[src/rtl/dmic_pkg.sv]
// ---------------------------------------------------------------------------
// Direct-mapped instruction cache package
// Geometry constants, command and register codes, beat types.
// ---------------------------------------------------------------------------
package dmic_pkg;

  // Number of cache entries; must be a power of two between 2 and 4096.
  localparam int Entries = 64;
  localparam int IdxW    = $clog2(Entries);
  localparam int AddrW   = 32;
  localparam int DataW   = 32;
  localparam int WordW   = 16;
  localparam int TagLsb  = 8;
  localparam int TagW    = AddrW - TagLsb;
  localparam int IdxLsb  = 2;
  localparam int LineW   = TagW + DataW;

  typedef enum logic [1:0] {
    CMD_LOOKUP = 2'd0,
    CMD_FILL   = 2'd1,
    CMD_CLEAR  = 2'd2
  } cmd_e;

  typedef enum logic {
    REG_ENABLE = 1'b0,
    REG_FREEZE = 1'b1
  } cfg_reg_e;

  typedef enum logic {
    S_IDLE,
    S_LOOK
  } state_e;

  typedef struct packed {
    cmd_e             cmd;
    logic [AddrW-1:0] addr;
    logic [DataW-1:0] fill_data;
    logic             clear_all;
    logic             clear_entry;
  } dmic_req_t;

  typedef struct packed {
    logic             hit;
    logic [WordW-1:0] word;
  } dmic_rsp_t;

  // Update request for the valid-bit array.
  typedef struct packed {
    logic            set;
    logic            clr_one;
    logic            clr_all;
    logic [IdxW-1:0] idx;
  } dmic_vld_op_t;

endpackage

[src/rtl/dmic_ram.sv]
// ---------------------------------------------------------------------------
// Generic single-port-write, single-port-read RAM
// One write and one registered read per cycle.
// ---------------------------------------------------------------------------
module dmic_ram #(
  parameter int Width = 8,
  parameter int Depth = 16
) (
  input  logic                     clk_i,
  input  logic                     we_i,
  input  logic [$clog2(Depth)-1:0] waddr_i,
  input  logic [Width-1:0]         wdata_i,
  input  logic                     re_i,
  input  logic [$clog2(Depth)-1:0] raddr_i,
  output logic [Width-1:0]         rdata_o
);

  logic [Width-1:0] mem_q [Depth];
  logic [Width-1:0] rdata_q;

  always_ff @(posedge clk_i) begin
    if (we_i) begin
      mem_q[waddr_i] <= wdata_i;
    end
    if (re_i) begin
      rdata_q <= mem_q[raddr_i];
    end
  end

  assign rdata_o = rdata_q;

endmodule

[src/rtl/dmic_valid.sv]
// ---------------------------------------------------------------------------
// Valid-bit array
// One flip-flop per entry, cleared at reset; supports set, single clear and
// flash clear of every entry.
// ---------------------------------------------------------------------------
module dmic_valid import dmic_pkg::*; (
  input  logic         clk_i,
  input  logic         rst_ni,
  input  dmic_vld_op_t op_i,
  output logic         valid_o
);

  logic [Entries-1:0] valid_q;
  logic [Entries-1:0] valid_d;

  always_comb begin
    valid_d = valid_q;
    if (op_i.clr_all) begin
      valid_d = '0;
    end else if (op_i.clr_one) begin
      valid_d[op_i.idx] = 1'b0;
    end
    if (op_i.set) begin
      valid_d[op_i.idx] = 1'b1;
    end
  end

  always_ff @(posedge clk_i or negedge rst_ni) begin
    if (!rst_ni) begin
      valid_q <= '0;
    end else begin
      valid_q <= valid_d;
    end
  end

  assign valid_o = valid_q[op_i.idx];

endmodule

[src/rtl/direct_mapped_icache.sv]
// ---------------------------------------------------------------------------
// Direct-mapped instruction cache
// 64-entry read-only long-word cache with lookup, fill and clear commands.
// ---------------------------------------------------------------------------
// Usage:
//   Request beats arrive on in_valid_i / in_stall_o with in_data_i; every
//   request yields exactly one response beat on out_valid_o / out_stall_i
//   with out_data_o (hit and selected 16-bit word; zero for fill, clear and
//   misses). Enable and freeze are written over cfg_valid_i / cfg_ready_o,
//   which is always ready; write them only while no request is in flight.
//   The tag and data memory is read in the cycle of acceptance, and in the
//   following cycle the tag is compared, the entry is updated and the
//   response register is loaded, from which the response beat is presented.
//   No request is accepted during that lookup, so a new request is taken
//   only once the last has been looked up, set by the read-modify-write of
//   the single tag/data memory. At reset all valid bits, enable and freeze
//   are cleared at once; no clearing pass is needed. While the receiver
//   stalls, the response is held and no further request is accepted until
//   it has been taken.
// ---------------------------------------------------------------------------
module direct_mapped_icache import dmic_pkg::*; (
  input  logic      clk_i,
  input  logic      rst_ni,
  input  logic      in_valid_i,
  output logic      in_stall_o,
  input  dmic_req_t in_data_i,
  output logic      out_valid_o,
  input  logic      out_stall_i,
  output dmic_rsp_t out_data_o,
  input  logic      cfg_valid_i,
  output logic      cfg_ready_o,
  input  cfg_reg_e  cfg_index_i,
  input  logic      cfg_data_i
);

  state_e       state_q, state_d;
  dmic_req_t    req_q;
  dmic_rsp_t    rsp_q, rsp_d;
  logic         out_valid_q, out_valid_d;
  logic         enable_q, freeze_q;
  logic         in_accept, look_phase;
  logic         ram_we;
  logic [LineW-1:0] ram_rdata;
  logic [IdxW-1:0]  req_idx, in_idx;
  logic [TagW-1:0]  req_tag, line_tag;
  logic [DataW-1:0] line_data;
  logic         line_valid, tag_match;
  dmic_vld_op_t vld_op;

  assign cfg_ready_o = 1'b1;

  always_ff @(posedge clk_i or negedge rst_ni) begin
    if (!rst_ni) begin
      enable_q <= 1'b0;
      freeze_q <= 1'b0;
    end else if (cfg_valid_i) begin
      case (cfg_index_i)
        REG_ENABLE: enable_q <= cfg_data_i;
        REG_FREEZE: freeze_q <= cfg_data_i;
        default: ;
      endcase
    end
  end

  // Next state.
  always_comb begin
    state_d = state_q;
    case (state_q)
      S_IDLE:  if (in_accept) state_d = S_LOOK;
      S_LOOK:  state_d = S_IDLE;
      default: state_d = S_IDLE;
    endcase
  end

  // State outputs. A request is only taken once the response register is
  // free or being emptied, so the lookup cycle can always load it.
  always_comb begin
    in_stall_o = 1'b1;
    look_phase = 1'b0;
    case (state_q)
      S_IDLE:  in_stall_o = out_valid_q && out_stall_i;
      S_LOOK:  look_phase = 1'b1;
      default: in_stall_o = 1'b1;
    endcase
  end

  assign in_accept = in_valid_i && !in_stall_o;

  always_ff @(posedge clk_i or negedge rst_ni) begin
    if (!rst_ni) begin
      state_q <= S_IDLE;
    end else begin
      state_q <= state_d;
    end
  end

  always_ff @(posedge clk_i) begin
    if (in_accept) begin
      req_q <= in_data_i;
    end
  end

  assign in_idx  = in_data_i.addr[IdxLsb +: IdxW];
  assign req_idx = req_q.addr[IdxLsb +: IdxW];
  assign req_tag = req_q.addr[AddrW-1:TagLsb];

  assign line_tag  = ram_rdata[LineW-1:DataW];
  assign line_data = ram_rdata[DataW-1:0];

  assign ram_we = look_phase && (req_q.cmd == CMD_FILL) && enable_q && !freeze_q;

  dmic_ram #(
    .Width (LineW),
    .Depth (Entries)
  ) u_line_ram (
    .clk_i   (clk_i),
    .we_i    (ram_we),
    .waddr_i (req_idx),
    .wdata_i ({req_tag, req_q.fill_data}),
    .re_i    (in_accept),
    .raddr_i (in_idx),
    .rdata_o (ram_rdata)
  );

  assign tag_match = line_valid && (line_tag == req_tag);

  always_comb begin
    vld_op         = '0;
    vld_op.idx     = req_idx;
    vld_op.set     = ram_we;
    vld_op.clr_all = look_phase && (req_q.cmd == CMD_CLEAR) && req_q.clear_all;
    vld_op.clr_one = look_phase && (req_q.cmd == CMD_CLEAR) && req_q.clear_entry
                     && tag_match;
  end

  dmic_valid u_valid (
    .clk_i   (clk_i),
    .rst_ni  (rst_ni),
    .op_i    (vld_op),
    .valid_o (line_valid)
  );

  // Address bit 1 clear selects the upper half of the long word.
  always_comb begin
    rsp_d = '0;
    if ((req_q.cmd == CMD_LOOKUP) && enable_q && tag_match) begin
      rsp_d.hit  = 1'b1;
      rsp_d.word = req_q.addr[1] ? line_data[WordW-1:0] : line_data[DataW-1:WordW];
    end
  end

  always_comb begin
    out_valid_d = out_valid_q;
    if (look_phase) begin
      out_valid_d = 1'b1;
    end else if (out_valid_q && !out_stall_i) begin
      out_valid_d = 1'b0;
    end
  end

  always_ff @(posedge clk_i or negedge rst_ni) begin
    if (!rst_ni) begin
      out_valid_q <= 1'b0;
    end else begin
      out_valid_q <= out_valid_d;
    end
  end

  always_ff @(posedge clk_i) begin
    if (look_phase) begin
      rsp_q <= rsp_d;
    end
  end

  assign out_valid_o = out_valid_q;
  assign out_data_o  = rsp_q;

endmodule

[config.mk]
export PLATFORM = sky130hd
export DESIGN_NAME = direct_mapped_icache
export DESIGN_NICKNAME = d
export VERILOG_FILES = /design/src/rtl/dmic_pkg.sv /design/src/rtl/dmic_ram.sv /design/src/rtl/dmic_valid.sv /design/src/rtl/direct_mapped_icache.sv
export SDC_FILE = /design/constraint.sdc
export NUM_CORES = 2
export LEC_CHECK = 0
export BUFFER_PORTS_ARGS = -buffer_cell sky130_fd_sc_hd__buf_2
export CAP_MARGIN = 20
export CORE_UTILIZATION = 29
export DETAILED_ROUTE_END_ITERATION = 8
export SETUP_SLACK_MARGIN = 0.15
export SLEW_MARGIN = 20
export SYNTH_ARGS = -nofsm -noshare
export SYNTH_HDL_FRONTEND = slang
export SYNTH_SLANG_ARGS = --single-unit
[constraint.sdc]
create_clock -name clk_i -period 14.2 [get_ports clk_i]
set_input_delay 2.84 -clock clk_i [delete_from_list [all_inputs] [get_ports clk_i]]
set_output_delay 2.84 -clock clk_i [all_outputs]
set_load 0.05 [all_outputs]
==> flow_summary.ini <==
[status]
status = finished clean

[timing]
setup_viol = 0
fin_crit_sh_pct = 44.90
setup_tns_ns = 0
fin_crit_ns = 6.376
clock_skew_ns = 0.05774
final_max_slew_viol_count = 0
relSlewSlack_pct = 20.95
timing_hold_violations_final = 0
max_slew.worst_pin.slew_ns = 1.186
fmax_mhz = 156.8
rsz0062_at_grt = false

[cts]
cts_hold_buf = 0
clkSinkCount = 3792
clock_path_buffers = 4
cts_buffers = 378
root_buffer = clkbuf_16
htree_levels = 5
insertion_delay_ns = 0.96
post_cts_resized = 0
clkTransAtPathRegs_ns = 0.07
cts_tree = built
cts_setup_buffers = 0

[synthesis]
ys_warn_count = 0
synth_cell_type_count = 54
synthFlopType = edfxtp_1
yosysSeqAreaShare_pct = 78.56
synth_area_leader_cell = edfxtp_1
synth_seq_cells = 3792
yosys.area.top_type_share_pct = 77.38
synthTopCellsByCount = 3724 x edfxtp_1, 1160 x mux4_2, 184 x clkbuf_1
synthAdderAreaFrac_pct = 0
synth-edff-count = 3724
synth_compound_area_share_pct = 0.8416
synth_top_family_by_area = multiplexers
synth_area_leaders = edfxtp_1 77%, mux4_2 18%, dfrtp_1 1.2%
syn-mean-instance-area_um2 = 24.65
synthArstFlopShare_pct = 1.793
synth.cell_area_um2 = 144500
synthCells = 5863
syn_nets = 5938
synth_xor_area_share_pct = 0.1455
synthMuxAreaShare_pct = 18.56
synth.most_common_cell = edfxtp_1
yosys.area_share.simple_pct = 0.9264

[floorplan]
start_util_pct = 29.20
die_h_um = 707.9
core_area_um2 = 494900
core.rowCount = 258
die_area_um2 = 501100
die_x_um = 707.9
io_pins = 95

[finish]
instances_no_fill = 13190
drive_above_1_share_pct = 32.30
area.growth.synth_to_final_pct = 15.30
fin_nets = 6326
final.fill_count = 45440
final_core_util_pct = 33.67

[worst_setup_path]
critical_path_class = input pin to flop
cp_slowest_stage_delay_ns = 0.77
reg2reg_depth = 7
cp_cell_sequence = buf_12, buf_4, buf_12, mux4_2, mux4_2, mux2i_1, o21ai_0
critPathMaxFanout = 101
critical-path-top-delay-family = buffers and inverters
worst-path-buf-inv = 3
worst_ep_arrival_time_ns = 7.01
reg2reg_from = req_q[67]
cpMaxStageDelayCell = buf_4
rrSetupSlack_ns = 9.33
required_ns = 14.84
reg2reg_to = u_line_ram.mem_q[1][52]
endpoint_kind = flop
start_kind = input pin

[global_route]
grt-ovfl-total = 0
antenna_found_initial = 30
grt_first_pass_wirelength_um = 542400
track_usage_pct = 15.26
grt_pass1_vias = 68040
grt_start_max_net_pins = 148

[power_and_ir_drop]
leakagePower_nw = 50.55
power_mw = 23.41
powerDensity_nw_per_um2 = 140.5
ir_drop_mv = 0.09736

[drt]
finalWirelength_um = 392800
vias = 67540
postRouteAntennaNets = 0
drt_iter0_drc = 9458
post_drt_wl_per_cell_um = 29.78
drtPass1Iterations = 6
drc = 0
vias_per_cell = 5.121

[place]
placed_cells = 12500
place_congestion = 0.7652
portBuffers = 92
dp_hpwl_um = 197700

[hold_path]
hold_start = out_valid_o
min_to = out_valid_o
hold_class = flop to flop
holdPathStages = 1

[job]
cap_violations = 0
[layout make-up]
cell class	count	area [µm²]	share of cell area (%)
Antenna cell	8	20.02	0.01201
Clock buffer	454	9915	5.950
Clock inverter	227	2281	1.369
Inverter	5	18.77	0.01126
Multi-Input combinational cell	1742	30110	18.07
Sequential cell	3792	113500	68.13
Tap cell	6630	8295	4.978
Timing Repair Buffer	332	2461	1.477
[layer usage]
metal,GRT usage (%),share of wire [%],vias up
met3,2.695,8.1,549
met4,3.554,2.2,14
li1,-,-,26240
met5,0,0.023,-
met2,25.04,49,3210
met1,21.15,41,37530
[kinds of logic after synthesis]
group	count (synthesis)
and+or+nand+nor	308
other	1
xor gates and xnor gates	24
AOI/OAI and AO/OA	182
muxes	1227
buffers and inverters	329
DFF	3792
[state kept, by name (all words and copies together) (netlist names), 6 cells and up]
| register | flops |
|---|---|
| req_q | 61 |
| req_idx | 6 |
| u_line_ram.mem_q | 3584 |
| u_valid.valid_q | 64 |
| out_data_o | 17 |
| u_line_ram.rdata_o | 56 |
[where the power goes]
group	internal (mW)	total, mW	switching, mW	leakage (nW)
clock	5.64	9.94	4.31	5.94
combinational	0.413	1.05	0.641	10.3
sequential	12.4	12.4	0.0251	34.4
[how the worst max path moves through the flow]
stage                             start                endpoint  slack (ns)  cells past startpoint
after global routing      in_data_i[36]   u_line_ram.rdata_o[2]        7.58                      7
after global placement    in_data_i[36]  u_line_ram.rdata_o[31]        6.82                      6
after CTS                 in_data_i[36]   u_line_ram.rdata_o[2]        7.79                      7
after floorplan             out_stall_i              req_idx[0]        5.20                      2
after detailed placement  in_data_i[36]   u_line_ram.rdata_o[2]        6.76                      7
final                     in_data_i[36]   u_line_ram.rdata_o[2]        7.82                      7
[layout by cell type, fill, tap and decap left out, types with 5 or more instances in the layout]
cell	count
a2111oi_0	37
a21oi_1	18
a31oi_1	23
and3_1	5
buf_12	12
buf_2	86
buf_4	229
bufinv_16	35
clkbuf_1	68
clkbuf_16	386
clkinv_1	89
clkinv_16	6
clkinv_2	57
clkinv_4	7
clkinvlp_4	10
dfrtp_1	67
diode_2	8
edfxtp_1	3724
inv_6	11
inv_8	5
mux2_2	23
mux2i_1	44
mux4_2	1160
nand2_1	129
nand3_1	6
nand3b_1	13
nor2_1	54
nor2_4	63
o21ai_0	43
o22ai_1	38
xnor2_1	11
xor2_1	13
[metrics by stage]
stage	hold WS, ns	worst slack, ns	area (µm²)
2_1_floorplan	0.4817	5.196	144500
3_3_place_gp	0.4866	6.818	154400
3_5_place_dp	0.4884	6.765	154400
6_report	0.5017	7.824	166600
4_1_cts	0.5058	7.793	166600
5_1_grt	0.5425	7.584	166600
Note: power is estimated with default switching activity, not from simulation.
